`src/i2cm_pkg.sv`:
```
// ----------------------------------------------------------------------------
// i2cm_pkg
// Shared types and constants for the I2C master bit sequencer.
// ----------------------------------------------------------------------------
package i2cm_pkg;

    localparam int TIMER_WIDTH = 16;
    localparam int HP_W        = 16;
    localparam int REQ_W       = 3;
    localparam int BYTE_W      = 8;
    localparam int BIT_IDX_W   = 3;

    localparam logic [HP_W-1:0] HP_RESET = 16'd500;

    localparam logic [REQ_W-1:0] REQ_NONE  = 3'd0;
    localparam logic [REQ_W-1:0] REQ_START = 3'd1;
    localparam logic [REQ_W-1:0] REQ_STOP  = 3'd2;
    localparam logic [REQ_W-1:0] REQ_WRITE = 3'd3;
    localparam logic [REQ_W-1:0] REQ_READ  = 3'd4;

    localparam logic [BIT_IDX_W-1:0] BIT_MSB = 3'd7;

    typedef enum logic [3:0] {
        PH_IDLE        = 4'd0,
        PH_START_WAIT  = 4'd1,
        PH_START_SETUP = 4'd2,
        PH_START_HOLD  = 4'd3,
        PH_STOP_LOW    = 4'd4,
        PH_STOP_WAIT   = 4'd5,
        PH_STOP_SETUP  = 4'd6,
        PH_STOP_HOLD   = 4'd7,
        PH_BIT_LOW     = 4'd8,
        PH_BIT_WAIT    = 4'd9,
        PH_BIT_HIGH    = 4'd10,
        PH_ACK_LOW     = 4'd11,
        PH_ACK_WAIT    = 4'd12,
        PH_ACK_HIGH    = 4'd13
    } phase_t;

    typedef struct packed {
        logic [REQ_W-1:0]  req_type;
        logic [BYTE_W-1:0] tx_byte;
        logic              send_ack;
        logic              scl_in;
        logic              sda_in;
    } req_t;

    typedef struct packed {
        logic              scl_low;
        logic              sda_low;
        logic              busy_res;
        logic              done_res;
        logic [BYTE_W-1:0] rx_byte;
        logic              ack_seen;
    } res_t;

endpackage

```
`src/i2cm_ifs.sv`:
```
// ----------------------------------------------------------------------------
// i2cm_ifs
// Channel interfaces: tick/command input, per-tick result, config write.
// ----------------------------------------------------------------------------
interface i2cm_req_if;
    import i2cm_pkg::*;

    logic              valid;
    logic              ready;
    logic [REQ_W-1:0]  req_type;
    logic [BYTE_W-1:0] tx_byte;
    logic              send_ack;
    logic              scl_in;
    logic              sda_in;

    modport source (output valid, req_type, tx_byte, send_ack, scl_in, sda_in,
                    input ready);
    modport sink   (input valid, req_type, tx_byte, send_ack, scl_in, sda_in,
                    output ready);
endinterface

interface i2cm_res_if;
    import i2cm_pkg::*;

    logic              valid;
    logic              ready;
    logic              scl_low;
    logic              sda_low;
    logic              busy_res;
    logic              done_res;
    logic [BYTE_W-1:0] rx_byte;
    logic              ack_seen;

    modport source (output valid, scl_low, sda_low, busy_res, done_res, rx_byte,
                    ack_seen, input ready);
    modport sink   (input valid, scl_low, sda_low, busy_res, done_res, rx_byte,
                    ack_seen, output ready);
endinterface

interface i2cm_cfg_if;
    import i2cm_pkg::*;

    logic            valid;
    logic            ready;
    logic [HP_W-1:0] wdata;

    modport source (output valid, wdata, input ready);
    modport sink   (input valid, wdata, output ready);
endinterface

```
`src/i2cm_seq.sv`:
```
// ----------------------------------------------------------------------------
// i2cm_seq
// Bit sequencer state machine: advances one tick per accepted transaction
// and produces the line drives and status seen after that tick.
// ----------------------------------------------------------------------------
module i2cm_seq (
    input  logic                       clk,
    input  logic                       rst_n,
    input  logic                       fire,
    input  i2cm_pkg::req_t             item,
    input  logic [i2cm_pkg::HP_W-1:0]  half_period,
    output i2cm_pkg::res_t             res_next
);
    import i2cm_pkg::*;

    localparam int LIM_W = ((TIMER_WIDTH > HP_W) ? TIMER_WIDTH : HP_W) + 1;

    phase_t                  phase_reg, phase_next;
    logic [REQ_W-1:0]        cmd_reg, cmd_next;
    logic [BIT_IDX_W-1:0]    bit_reg, bit_next;
    logic [BYTE_W-1:0]       shift_reg, shift_next;
    logic [TIMER_WIDTH-1:0]  timer_reg, timer_next;
    logic                    scl_reg, scl_next;
    logic                    sda_reg, sda_next;
    logic                    ackc_reg, ackc_next;
    logic                    ackf_reg, ackf_next;
    logic [BYTE_W-1:0]       rx_reg, rx_next;
    logic                    done;

    logic [HP_W-1:0]         hp_nz;
    logic [LIM_W-1:0]        lim_full;
    logic [LIM_W-1:0]        lim;
    logic                    hit;
    logic                    timed;
    logic [BIT_IDX_W-1:0]    bit_dec;

    // Half period limit: zero acts as one, clip to the timer range
    always_comb
    begin
        hp_nz    = (half_period == '0) ? HP_W'(1) : half_period;
        lim_full = LIM_W'(1) << TIMER_WIDTH;
        lim      = (LIM_W'(hp_nz) > lim_full) ? lim_full : LIM_W'(hp_nz);
        hit      = (LIM_W'(timer_reg) + LIM_W'(1)) >= lim;
        bit_dec  = bit_reg - BIT_IDX_W'(1);
        timed    = phase_reg inside {PH_START_SETUP, PH_START_HOLD, PH_STOP_LOW,
                                     PH_STOP_SETUP, PH_STOP_HOLD, PH_BIT_LOW,
                                     PH_BIT_HIGH, PH_ACK_LOW, PH_ACK_HIGH};
    end

    // Next phase
    always_comb
    begin
        phase_next = phase_reg;
        case (phase_reg)
            PH_IDLE:
            begin
                case (item.req_type)
                    REQ_START: phase_next = PH_START_WAIT;
                    REQ_STOP:  phase_next = PH_STOP_LOW;
                    REQ_WRITE: phase_next = PH_BIT_LOW;
                    REQ_READ:  phase_next = PH_BIT_LOW;
                    default:   phase_next = PH_IDLE;
                endcase
            end
            PH_START_WAIT:  if (item.scl_in) phase_next = PH_START_SETUP;
            PH_START_SETUP: if (hit) phase_next = PH_START_HOLD;
            PH_START_HOLD:  if (hit) phase_next = PH_IDLE;
            PH_STOP_LOW:    if (hit) phase_next = PH_STOP_WAIT;
            PH_STOP_WAIT:   if (item.scl_in) phase_next = PH_STOP_SETUP;
            PH_STOP_SETUP:  if (hit) phase_next = PH_STOP_HOLD;
            PH_STOP_HOLD:   if (hit) phase_next = PH_IDLE;
            PH_BIT_LOW:     if (hit) phase_next = PH_BIT_WAIT;
            PH_BIT_WAIT:    if (item.scl_in) phase_next = PH_BIT_HIGH;
            PH_BIT_HIGH:
            begin
                if (hit)
                begin
                    phase_next = (bit_reg == '0) ? PH_ACK_LOW : PH_BIT_LOW;
                end
            end
            PH_ACK_LOW:     if (hit) phase_next = PH_ACK_WAIT;
            PH_ACK_WAIT:    if (item.scl_in) phase_next = PH_ACK_HIGH;
            PH_ACK_HIGH:    if (hit) phase_next = PH_IDLE;
            default:        phase_next = PH_IDLE;
        endcase
    end

    // Datapath and line drives
    always_comb
    begin
        cmd_next   = cmd_reg;
        bit_next   = bit_reg;
        shift_next = shift_reg;
        timer_next = timer_reg;
        scl_next   = scl_reg;
        sda_next   = sda_reg;
        ackc_next  = ackc_reg;
        ackf_next  = ackf_reg;
        rx_next    = rx_reg;
        done       = 1'b0;

        if (timed)
        begin
            timer_next = hit ? '0 : timer_reg + TIMER_WIDTH'(1);
        end

        case (phase_reg)
            PH_IDLE:
            begin
                timer_next = '0;
                case (item.req_type)
                    REQ_START:
                    begin
                        cmd_next = REQ_START;
                        scl_next = 1'b0;
                    end
                    REQ_STOP:
                    begin
                        cmd_next = REQ_STOP;
                        scl_next = 1'b1;
                        sda_next = 1'b1;
                    end
                    REQ_WRITE:
                    begin
                        cmd_next   = REQ_WRITE;
                        shift_next = item.tx_byte;
                        bit_next   = BIT_MSB;
                        scl_next   = 1'b1;
                        sda_next   = ~item.tx_byte[BIT_MSB];
                    end
                    REQ_READ:
                    begin
                        cmd_next   = REQ_READ;
                        ackc_next  = item.send_ack;
                        shift_next = '0;
                        bit_next   = BIT_MSB;
                        scl_next   = 1'b1;
                        sda_next   = 1'b0;
                    end
                    default:
                    begin
                        cmd_next = cmd_reg;
                    end
                endcase
            end
            PH_START_SETUP: if (hit) sda_next = 1'b1;
            PH_START_HOLD:  if (hit) done = 1'b1;
            PH_STOP_LOW:    if (hit) scl_next = 1'b0;
            PH_STOP_SETUP:  if (hit) sda_next = 1'b0;
            PH_STOP_HOLD:   if (hit) done = 1'b1;
            PH_BIT_LOW:     if (hit) scl_next = 1'b0;
            PH_BIT_WAIT:
            begin
                if (item.scl_in && cmd_reg == REQ_READ)
                begin
                    shift_next[bit_reg] = item.sda_in;
                end
            end
            PH_BIT_HIGH:
            begin
                if (hit)
                begin
                    scl_next = 1'b1;
                    if (bit_reg == '0)
                    begin
                        sda_next = (cmd_reg == REQ_READ) ? ackc_reg : 1'b0;
                    end
                    else
                    begin
                        bit_next = bit_dec;
                        sda_next = (cmd_reg == REQ_WRITE) ? ~shift_reg[bit_dec] : 1'b0;
                    end
                end
            end
            PH_ACK_LOW:     if (hit) scl_next = 1'b0;
            PH_ACK_WAIT:
            begin
                if (item.scl_in && cmd_reg == REQ_WRITE)
                begin
                    ackf_next = ~item.sda_in;
                end
            end
            PH_ACK_HIGH:
            begin
                if (hit)
                begin
                    if (cmd_reg == REQ_READ)
                    begin
                        rx_next = shift_reg;
                    end
                    bit_next = BIT_MSB;
                    done     = 1'b1;
                end
            end
            default:
            begin
                timer_next = '0;
            end
        endcase
    end

    // Result of this tick
    always_comb
    begin
        res_next.scl_low  = scl_next;
        res_next.sda_low  = sda_next;
        res_next.busy_res = (phase_next != PH_IDLE);
        res_next.done_res = done;
        res_next.rx_byte  = rx_next;
        res_next.ack_seen = ackf_next;
    end

    always_ff @(posedge clk or negedge rst_n)
    begin
        if (!rst_n)
        begin
            phase_reg <= PH_IDLE;
            cmd_reg   <= REQ_NONE;
            bit_reg   <= BIT_MSB;
            shift_reg <= '0;
            timer_reg <= '0;
            scl_reg   <= 1'b0;
            sda_reg   <= 1'b0;
            ackc_reg  <= 1'b0;
            ackf_reg  <= 1'b0;
            rx_reg    <= '0;
        end
        else if (fire)
        begin
            phase_reg <= phase_next;
            cmd_reg   <= cmd_next;
            bit_reg   <= bit_next;
            shift_reg <= shift_next;
            timer_reg <= timer_next;
            scl_reg   <= scl_next;
            sda_reg   <= sda_next;
            ackc_reg  <= ackc_next;
            ackf_reg  <= ackf_next;
            rx_reg    <= rx_next;
        end
    end

endmodule

```
`src/i2cm_skid.sv`:
```
// ----------------------------------------------------------------------------
// i2cm_skid
// Two-entry result buffer with registered ready toward the sequencer.
// ----------------------------------------------------------------------------
module i2cm_skid (
    input  logic            clk,
    input  logic            rst_n,
    input  logic            push,
    input  i2cm_pkg::res_t  d,
    output logic            space,
    output logic            q_valid,
    input  logic            q_ready,
    output i2cm_pkg::res_t  q
);
    import i2cm_pkg::*;

    res_t        ent0_reg, ent0_next;
    res_t        ent1_reg, ent1_next;
    logic [1:0]  cnt_reg, cnt_next;
    logic        pop;

    assign space   = (cnt_reg != 2'd2);
    assign q_valid = (cnt_reg != 2'd0);
    assign q       = ent0_reg;
    assign pop     = q_valid && q_ready;

    always_comb
    begin
        ent0_next = ent0_reg;
        ent1_next = ent1_reg;
        cnt_next  = cnt_reg;
        case ({push, pop})
            2'b10:
            begin
                if (cnt_reg == 2'd0)
                begin
                    ent0_next = d;
                end
                else
                begin
                    ent1_next = d;
                end
                cnt_next = cnt_reg + 2'd1;
            end
            2'b01:
            begin
                ent0_next = ent1_reg;
                cnt_next  = cnt_reg - 2'd1;
            end
            2'b11:
            begin
                // push only happens below two entries, so one entry is being replaced
                ent0_next = d;
            end
            default:
            begin
                cnt_next = cnt_reg;
            end
        endcase
    end

    always_ff @(posedge clk or negedge rst_n)
    begin
        if (!rst_n)
        begin
            cnt_reg <= 2'd0;
        end
        else
        begin
            cnt_reg <= cnt_next;
        end
    end

    always_ff @(posedge clk)
    begin
        ent0_reg <= ent0_next;
        ent1_reg <= ent1_next;
    end

endmodule

```
`src/i2c_master_bit_sequencer_unit.sv`:
```
// ----------------------------------------------------------------------------
// i2c_master_bit_sequencer_unit
// Open-drain I2C master: start, stop, write byte and read byte, one tick per
// transaction, with SCL clock stretching.
//
//   port  | role | payload
//   ------+------+----------------------------------------------------------
//   req   | sink | req_type, tx_byte, send_ack, scl_in, sda_in (one tick)
//   rsp   | src  | scl_low, sda_low, busy_res, done_res, rx_byte, ack_seen
//   cfg   | sink | wdata = half_period, always ready
//
// One transaction per cycle while the output buffer has room; its result
// enters the output buffer at the same edge and is offered on rsp from the
// next cycle unless an older result stays buffered. The two-entry output
// buffer keeps req ready while one result waits.
// Reset: sequencer idle, both lines released, half_period 500.
// req.ready drops only when the output buffer holds two results.
// ----------------------------------------------------------------------------
module i2c_master_bit_sequencer_unit (
    input  logic        clk,
    input  logic        rst_n,
    i2cm_req_if.sink    req,
    i2cm_res_if.source  rsp,
    i2cm_cfg_if.sink    cfg
);
    import i2cm_pkg::*;

    logic [HP_W-1:0]  half_period_reg;
    logic             fire;
    logic             space;
    req_t             item;
    res_t             res_next;
    res_t             res_q;

    assign req.ready = space;
    assign fire      = req.valid && space;
    assign cfg.ready = 1'b1;

    assign item.req_type = req.req_type;
    assign item.tx_byte  = req.tx_byte;
    assign item.send_ack = req.send_ack;
    assign item.scl_in   = req.scl_in;
    assign item.sda_in   = req.sda_in;

    always_ff @(posedge clk or negedge rst_n)
    begin
        if (!rst_n)
        begin
            half_period_reg <= HP_RESET;
        end
        else if (cfg.valid)
        begin
            half_period_reg <= cfg.wdata;
        end
    end

    i2cm_seq u_seq (
        .clk         (clk),
        .rst_n       (rst_n),
        .fire        (fire),
        .item        (item),
        .half_period (half_period_reg),
        .res_next    (res_next)
    );

    i2cm_skid u_skid (
        .clk     (clk),
        .rst_n   (rst_n),
        .push    (fire),
        .d       (res_next),
        .space   (space),
        .q_valid (rsp.valid),
        .q_ready (rsp.ready),
        .q       (res_q)
    );

    assign rsp.scl_low  = res_q.scl_low;
    assign rsp.sda_low  = res_q.sda_low;
    assign rsp.busy_res = res_q.busy_res;
    assign rsp.done_res = res_q.done_res;
    assign rsp.rx_byte  = res_q.rx_byte;
    assign rsp.ack_seen = res_q.ack_seen;

    // A finishing tick never reports busy
    a_done_not_busy: assert property (@(posedge clk) disable iff (!rst_n)
        fire && res_next.done_res |-> !res_next.busy_res)
        else $error("done reported while still busy");

    // Every command ends with SCL released
    a_done_scl_free: assert property (@(posedge clk) disable iff (!rst_n)
        fire && res_next.done_res |-> !res_next.scl_low)
        else $error("command finished with SCL held low");

    // With nothing buffered the input side must be open
    a_empty_ready: assert property (@(posedge clk) disable iff (!rst_n)
        !rsp.valid |-> req.ready)
        else $error("input stalled with empty output buffer");

    // A tick taken with no room would lose a result
    a_stall_holds: assert property (@(posedge clk) disable iff (!rst_n)
        rsp.valid && !rsp.ready && !req.ready |=> rsp.valid)
        else $error("buffered result dropped while stalled");

endmodule

```
`src/flat_wrapper.sv`:
```
// flat-port wrapper written by rule: the top's interface ports become plain ports
module i2c_master_bit_sequencer_unit_flat import i2cm_pkg::*;
  (clk, rst_n, req_valid, req_req_type, req_tx_byte, req_send_ack, req_scl_in, req_sda_in, req_ready, rsp_valid, rsp_scl_low, rsp_sda_low, rsp_busy_res, rsp_done_res, rsp_rx_byte, rsp_ack_seen, rsp_ready, cfg_valid, cfg_wdata, cfg_ready);
  i2cm_req_if req_i ();
  i2cm_res_if rsp_i ();
  i2cm_cfg_if cfg_i ();
  input  logic clk;
  input  logic rst_n;
  input wire logic [$bits(req_i.valid)-1:0] req_valid;
  input wire logic [$bits(req_i.req_type)-1:0] req_req_type;
  input wire logic [$bits(req_i.tx_byte)-1:0] req_tx_byte;
  input wire logic [$bits(req_i.send_ack)-1:0] req_send_ack;
  input wire logic [$bits(req_i.scl_in)-1:0] req_scl_in;
  input wire logic [$bits(req_i.sda_in)-1:0] req_sda_in;
  output wire logic [$bits(req_i.ready)-1:0] req_ready;
  output wire logic [$bits(rsp_i.valid)-1:0] rsp_valid;
  output wire logic [$bits(rsp_i.scl_low)-1:0] rsp_scl_low;
  output wire logic [$bits(rsp_i.sda_low)-1:0] rsp_sda_low;
  output wire logic [$bits(rsp_i.busy_res)-1:0] rsp_busy_res;
  output wire logic [$bits(rsp_i.done_res)-1:0] rsp_done_res;
  output wire logic [$bits(rsp_i.rx_byte)-1:0] rsp_rx_byte;
  output wire logic [$bits(rsp_i.ack_seen)-1:0] rsp_ack_seen;
  input wire logic [$bits(rsp_i.ready)-1:0] rsp_ready;
  input wire logic [$bits(cfg_i.valid)-1:0] cfg_valid;
  input wire logic [$bits(cfg_i.wdata)-1:0] cfg_wdata;
  output wire logic [$bits(cfg_i.ready)-1:0] cfg_ready;
  assign req_i.valid = req_valid;
  assign req_i.req_type = req_req_type;
  assign req_i.tx_byte = req_tx_byte;
  assign req_i.send_ack = req_send_ack;
  assign req_i.scl_in = req_scl_in;
  assign req_i.sda_in = req_sda_in;
  assign req_ready = req_i.ready;
  assign rsp_valid = rsp_i.valid;
  assign rsp_scl_low = rsp_i.scl_low;
  assign rsp_sda_low = rsp_i.sda_low;
  assign rsp_busy_res = rsp_i.busy_res;
  assign rsp_done_res = rsp_i.done_res;
  assign rsp_rx_byte = rsp_i.rx_byte;
  assign rsp_ack_seen = rsp_i.ack_seen;
  assign rsp_i.ready = rsp_ready;
  assign cfg_i.valid = cfg_valid;
  assign cfg_i.wdata = cfg_wdata;
  assign cfg_ready = cfg_i.ready;
  i2c_master_bit_sequencer_unit u_core (.clk(clk), .rst_n(rst_n), .req(req_i), .rsp(rsp_i), .cfg(cfg_i));
endmodule
```
`config.mk`:
```
export PLATFORM = sky130hd
export DESIGN_NAME = i2c_master_bit_sequencer_unit_flat
export DESIGN_NICKNAME = d
export VERILOG_FILES = /design/src/i2cm_pkg.sv /design/src/i2cm_ifs.sv /design/src/i2cm_seq.sv /design/src/i2cm_skid.sv /design/src/i2c_master_bit_sequencer_unit.sv /design/src/flat_wrapper.sv
export SDC_FILE = /design/constraint.sdc
export NUM_CORES = 1
export LEC_CHECK = 0
export BUFFER_PORTS_ARGS = -buffer_cell sky130_fd_sc_hd__buf_4
export CAP_MARGIN = 20
export CORE_ASPECT_RATIO = 0.7
export CORE_UTILIZATION = 40
export DETAILED_ROUTE_END_ITERATION = 16
export SETUP_SLACK_MARGIN = 0.05
export SYNTH_ARGS = -nofsm -noshare
export SYNTH_HDL_FRONTEND = slang
export SYNTH_HIERARCHICAL = 1
export SYNTH_SLANG_ARGS = --single-unit
```
`constraint.sdc`:
```
create_clock -name clk -period 8.4 [get_ports clk]
set_input_delay 2.1 -clock clk [delete_from_list [all_inputs] [get_ports clk]]
set_output_delay 2.1 -clock clk [all_outputs]
set_load 0.03 [all_outputs]
```
==> impl_metrics.json, run 1 <==
{
  "syn_area_sq_mm": 0.00536,
  "synth_compound_area_share_pct": 12.6,
  "initial_utilization_pct": 42.0,
  "fin_crit_ns": 4.29,
  "die_area_sq_mm": 0.0139,
  "max-slew-margin-rel_pct": 44.5,
  "fin_ws_ns": 4.11,
  "synth_top_family_by_area": "simple AND/OR/NAND/NOR gates",
  "intPower_mw": 0.921,
  "worstSetupPathType": "flip-flop to flip-flop",
  "layout.cells.non_filler": 722,
  "placementRows": 34,
  "cp_slowest_cell": "a2111oi_0",
  "drive_above_1_share_pct": 24.2,
  "ir_drop_mv": 0.142,
  "clock_path_buffers": 2,
  "r2r_cells": 15,
  "synthXorXnorAreaFrac_pct": 3.59,
  "hpwl_um": 8580,
  "synthMuxAreaShare_pct": 13.5,
  "htree_levels": 3,
  "clkSlewWorstSetupHoldPaths_ns": 0.07,
  "yosysMostFrequentCell": "nand2_1",
  "io_pins": 51,
  "cts_inserted_buffers": 9,
  "ctsResizeCount": 0,
  "cp-start-kind": "flip-flop",
  "ys_seq_area_share_pct": 44.6,
  "ctsHoldBuffers": 0,
  "antenna_found_initial": 0,
  "avgRoutedWirePerCell_um": 16.2,
  "drv_cap": 0,
  "critPathTopFamily": "compound AO/OA/AOI/OAI gates",
  "die_w_um": 140,
  "swShare_pct": 34.7,
  "synthCells": 518,
  "maxSlewViolCount": 0,
  "final_hold_viol_count": 0,
  "cp.arrival_ns": 4.38,
  "critical_path_depth": 15,
  "port-buffer-count": 49,
  "combPwrFrac_pct": 29.6,
  "pre_cts_ws_ns": 4.04,
  "fp.dieH_um": 98.9,
  "cp_slowest_stage_delay_ns": 0.64,
  "required_ns": 8.50,
  "status": "completed",
  "tns_ns": 0,
  "drtIter0Drc": 321,
  "grt_max_degree": 65,
  "synthTopCellsByCount": "nand2_1 (60), dfrtp_1 (55), o21ai_0 (32)",
  "cts_sinks": 90,
  "grt_usage_pct": 17.6,
  "drc_errors": 0,
  "yosys.area_share.simple_pct": 15.5,
  "fin_crit_sh_pct": 51.0,
  "place_congestion": 0.870,
  "ys_ff_latch": 90,
  "ys_top_cells_by_area": "dfrtp_1 (26%), edfxtp_1 (15%), mux2_4 (8.1%)",
  "power.share.clock_pct": 28.2,
  "worstReg2RegStart": "u_core/u_seq/timer_reg[0]$_DFFE_PN0P_",
  "final_nets": 610,
  "path_buf_inv": 0,
  "clk_latency_ns": 0.34,
  "yosysUniqueCellTypes": 59,
  "netSwitchingPower_mw": 0.490,
  "syn_to_final_growth_pct": 13.8,
  "min-delay-start": "u_core/u_seq/rx_reg[6]$_DFFE_PN0P_",
  "startpoint": "u_core/u_seq/timer_reg[0]$_DFFE_PN0P_",
  "yosys.area.top_type_share_pct": 25.7,
  "ys_warn_count": 6,
  "p_leak_nw": 2.68,
  "min_path_cells": 1,
  "tightest_slew_ns": 0.832,
  "multi_input_area_sq_mm": 0.00269,
  "regArea_sq_mm": 0.00239,
  "p_seq_share_pct": 42.1,
  "post_cts_buffers": 0,
  "synth_fa_ha_area_share_pct": 4.90,
  "core_area_sq_mm": 0.0128,
  "path_max_fanout": 13,
  "synth.largest_area_cell": "dfrtp_1",
  "worstSetupEndpointType": "flip-flop",
  "fill_cells": 1188,
  "syn_nets": 574,
  "grt_pass1_vias": 3741,
  "root_buffer": "clkbuf_16",
  "vias_per_cell": 5.53,
  "crit_chain": "ha_1 > nand3_2 > nor4_4 > nand3_1 > xnor2_1 > ha_1 > o21a_1 > o21ai_0 > a21oi_1 > a311oi_4 > nand2_4 > o21ai_0 > a2111oi_0 > a21oi_1 > mux2_2",
  "wirelength_um": 11700,
  "worst-r2r-setup-slack_ns": 4.11,
  "cts_tree": "done",
  "fin_skew_ns": 0.00644,
  "grt_pass1_wl_um": 19100,
  "max_freq_ghz": 0.233,
  "async_flop_share_pct": 71.1,
  "placed_cells": 704,
  "min_path_type": "flip-flop to flip-flop",
  "overflow": 0,
  "ant_nets": 0,
  "cellPowerDensity_mw_per_mm2": 231,
  "dr.pass1.iters": 5,
  "num_vias": 3994,
  "syn_area_per_cell_sq_um": 10.4,
  "ys.flop_type": "dfrtp_1",
  "rsz0062_at_grt": "no",
  "finalSetupViolations": 0,
  "synth_edf_count": 26
}
-- final cells by class --
cell class                 instances  share of cell area [%]
multi-input combinational        372                    44.1
sequential                        90                    39.2
timing repair buffer              54                    6.77
clock buffer                       9                    3.69
tap                              162                    3.32
inverter                          27                    1.66
clock inverter                     7                    1.19
antenna                            1                  0.0410
-- worst reg2reg max path: cells and delay by family (launching register included) --
family / cells / cell delay, ns
adder cells (fa/ha/maj): 2 / 0.52
AO/OA/AOI/OAI: 7 / 1.56
multiplexers: 1 / 0.35
XOR/XNOR: 1 / 0.17
AND/OR/NAND/NOR: 4 / 1.00
flip-flops: 1 / 0.43
-- per-layer routing --
layer / routed length [um] / global-route usage [%] / up-vias
met3: 845 / 3.98 / 13
met5: 0 / 0 / -
met1: 6140 / 27.5 / 1901
met2: 4640 / 24.1 / 171
li1: - / - / 1909
met4: 105 / 4.31 / 0
-- worst paths after layout --
check | end
max in group asynchronous | u_core/u_seq/rx_reg[4]$_DFFE_PN0P_
min in group asynchronous | u_core/half_period_reg[14]$_DFFE_PN0P_
worst max register to register | u_core/u_skid/q[11]$_DFFE_PP_
worst min register to register | u_core/u_seq/rx_reg[6]$_DFFE_PN0P_
worst min-delay path | u_core/u_seq/rx_reg[6]$_DFFE_PN0P_
worst max-delay path | u_core/u_skid/q[11]$_DFFE_PP_
-- through the flow --
step / total power, mW / hold WS, ns / instance area [sq um] / util (%)
finish: 1.41 / 0.520 / 6100 / 47.8
floorplan: 0.890 / 0.461 / 5360 / -
global placement: 1.00 / 0.485 / 5770 / 45.2
detailed placement: 1.02 / 0.497 / 5800 / 45.4
global route: 1.49 / 0.539 / 6100 / 47.8
CTS: 1.42 / 0.522 / 6090 / 47.7
-- layout by cell type (no fill, tap or decap), types with 3 or more instances in the layout --
| master | n |
|---|---|
| buf_4 | 52 |
| a21oi_1 | 31 |
| nand4_1 | 3 |
| and2_1 | 3 |
| dfstp_2 | 9 |
| o21a_1 | 4 |
| o21ai_1 | 4 |
| edfxtp_1 | 26 |
| ha_1 | 21 |
| nand3_1 | 13 |
| xor2_1 | 5 |
| mux2i_1 | 4 |
| xnor2_1 | 17 |
| clkbuf_16 | 9 |
| dfrtp_1 | 55 |
| o31ai_1 | 5 |
| nor3_1 | 10 |
| nor3b_1 | 3 |
| nor2b_1 | 6 |
| o211ai_1 | 3 |
| inv_1 | 27 |
| nor2_1 | 31 |
| mux2_2 | 18 |
| mux2_4 | 29 |
| o21ai_0 | 31 |
| nor4_1 | 4 |
| nand2b_1 | 21 |
| a31oi_1 | 13 |
| and3_1 | 3 |
| nand2_1 | 60 |
-- power by group through the flow --
stage / logic, mW / clock network (mW) / registers (mW)
floorplan: 0.254 / 0 / 0.636
global placement: 0.402 / 0 / 0.602
detailed placement: 0.417 / 0 / 0.604
CTS: 0.420 / 0.408 / 0.595
global route: 0.457 / 0.425 / 0.605
finish: 0.418 / 0.398 / 0.595
-- kinds of logic (layout without fill, tap and decap cells) --
logic type / Yosys count / after routing
simple gates: 166 / 166
flops: 90 / 90
compound gates: 109 / 109
fa+ha+maj: 21 / 21
mux: 53 / 53
other cells: 1 / 2
xor+xnor: 22 / 22
buf+inv: 56 / 97
Note: power is estimated with default switching activity, not from simulation.
==> run 2, diff against run 1 <==
clock period = 4.1 ns   (was 8.4 ns; I/O delays follow)
==> impl_metrics.json, run 2 (synthesis gave the netlist of run 1 again) <==
{
  "layout_common_cells": "nand2_1 (60), buf_4 (57), dfrtp_1 (54)",
  "swShare_pct": 34.5,
  "drtIter0Drc": 398,
  "rsz0062_at_grt": "no",
  "cp_slowest_cell": "dfrtp_2",
  "power.share.clock_pct": 28.4,
  "dr.pass1.iters": 5,
  "worstSetupPathType": "flip-flop to flip-flop",
  "status": "completed",
  "cp.arrival_ns": 3.88,
  "total_power_mw": 2.89,
  "placementRows": 34,
  "layout_commonest_cell": "nand2_1",
  "tightest_slew_ns": 0.833,
  "path_buf_inv": 0,
  "die_area_sq_mm": 0.0139,
  "ant_nets": 0,
  "die_w_um": 140,
  "cts_inserted_buffers": 9,
  "wirelength_um": 11800,
  "avgRoutedWirePerCell_um": 16.3,
  "cp-start-kind": "flip-flop",
  "fin_skew_ns": 0.0125,
  "placed_cells": 709,
  "post_cts_buffers": 0,
  "path_max_fanout": 13,
  "fill_cells": 1162,
  "place_area_sq_mm": 0.00583,
  "final_hold_viol_count": 0,
  "clkSlewWorstSetupHoldPaths_ns": 0.07,
  "grt_max_degree": 65,
  "ir_drop_mv": 0.234,
  "max-slew-margin-rel_pct": 44.4,
  "core_area_sq_mm": 0.0128,
  "p_leak_nw": 2.71,
  "netSwitchingPower_mw": 0.996,
  "grt_usage_pct": 18.3,
  "fin_area_sq_mm": 0.00615,
  "cellPowerDensity_mw_per_mm2": 469,
  "intPower_mw": 1.89,
  "antenna_found_initial": 0,
  "required_ns": 4.19,
  "min_path_type": "flip-flop to flip-flop",
  "grt_pass1_wl_um": 19900,
  "crit_chain": "ha_1 > nand3_2 > nor4_4 > nand3_1 > xnor2_1 > ha_1 > o21a_1 > o21ai_0 > a21oi_1 > a311oi_4 > nand2_4 > a21o_1 > nor3_1 > o211ai_1 > mux2_2",
  "io_pins": 51,
  "ctsHoldBuffers": 0,
  "clock_path_buffers": 2,
  "cts_sinks": 90,
  "cpMostUsedCell": "ha_1",
  "diodes": 0,
  "maxSlewViolCount": 0,
  "vias_per_cell": 5.47,
  "grt_pass1_vias": 3718,
  "drive_above_1_share_pct": 25.8,
  "syn_to_final_growth_pct": 14.7,
  "drc_errors": 0,
  "max_freq_ghz": 0.264,
  "initial_utilization_pct": 42.0,
  "p_seq_share_pct": 42.2,
  "tns_ns": 0,
  "fin_crit_ns": 3.78,
  "critPathTopFamily": "compound AO/OA/AOI/OAI gates",
  "place_congestion": 0.894,
  "combPwrFrac_pct": 29.4,
  "num_vias": 3965,
  "htree_levels": 3,
  "root_buffer": "clkbuf_16",
  "cts_tree": "done",
  "drv_cap": 0,
  "overflow": 0,
  "hpwl_um": 8590,
  "layout.cells.non_filler": 725,
  "worstSetupEndpointType": "flip-flop",
  "fp.dieH_um": 98.9,
  "fin_crit_sh_pct": 92.2,
  "port-buffer-count": 49,
  "clk_latency_ns": 0.35,
  "finalSetupViolations": 0,
  "cp_slowest_stage_delay_ns": 0.41,
  "final_nets": 614
}
run 2: changes by cell type in the layout (fill, tap and decap cells not counted), sizes merged:
cell	change
clkinvlp	-1
buf	+4
diode	-1
inv	-1
clkinv	+2
run 2: final cells by class:
cell class | count | area, sq um | area share [%]
Clock inverter | 7 | 73.8 | 1.20
Tap cell | 162 | 203 | 3.30
Inverter | 27 | 101 | 1.65
Timing Repair Buffer | 58 | 439 | 7.14
Multi-Input combinational cell | 372 | 2710 | 44.1
Sequential cell | 90 | 2390 | 38.9
Clock buffer | 9 | 225 | 3.66
run 2: routing by layer:
metal  track usage, %  vias up  part of all wire (%)  routed length, um
li1                 -     1916                     -                  -
met1             28.8     1902                    54               6350
met2             24.7      133                    39               4600
met3             4.23       14                   6.2                734
met4             4.48        0                  0.87                103
met5                0        -                     0                  0
run 2: power by group through the flow:
stage,clock [mW],sequential [mW],combinational (mW)
floorplan,0,1.30,0.521
global placement,0,1.23,0.836
detailed placement,0,1.23,0.849
CTS,0.840,1.22,0.853
global route,0.876,1.24,0.935
finish,0.819,1.22,0.849
run 2: per-stage QoR:
step                      hold slack (ns)  setup WS, ns  util (%)
after floorplan                     0.461         0.435         -
after global placement              0.483         0.326      45.6
after detailed placement            0.491         0.277      45.7
after CTS                           0.510         0.238      48.0
after global routing                0.530        0.0634      48.2
final                               0.506         0.318      48.2
run 2: worst paths after layout:
kind,start,to,slack [ns],depth (start not counted)
setup / recovery,u_core/u_seq/timer_reg[0]$_DFFE_PN0P_,u_core/u_skid/q[10]$_DFFE_PP_,0.32,15
setup reg to reg,u_core/u_seq/timer_reg[0]$_DFFE_PN0P_,u_core/u_skid/q[10]$_DFFE_PP_,0.32,15
min in group asynchronous,rst_n,u_core/half_period_reg[13]$_DFFE_PN0P_,0.77,1
hold reg to reg,u_core/u_seq/timer_reg[10]$_DFFE_PN0P_,u_core/u_seq/timer_reg[10]$_DFFE_PN0P_,0.51,2
max in group asynchronous,rst_n,u_core/u_seq/timer_reg[0]$_DFFE_PN0P_,2.76,1
hold / removal,u_core/u_seq/timer_reg[10]$_DFFE_PN0P_,u_core/u_seq/timer_reg[10]$_DFFE_PN0P_,0.51,2
run 2: what timing repair did:
action	in CTS	in global routing
endpoints found under the setup margin	0	11
endpoints found under the hold margin	0	0
gates resized for setup	0	7
run 2: worst min-delay path, stage by stage, from the launching register on:
cell	delay [ns]
dfrtp_1	0.37
nand2_1	0.06
nand2_1	0.05
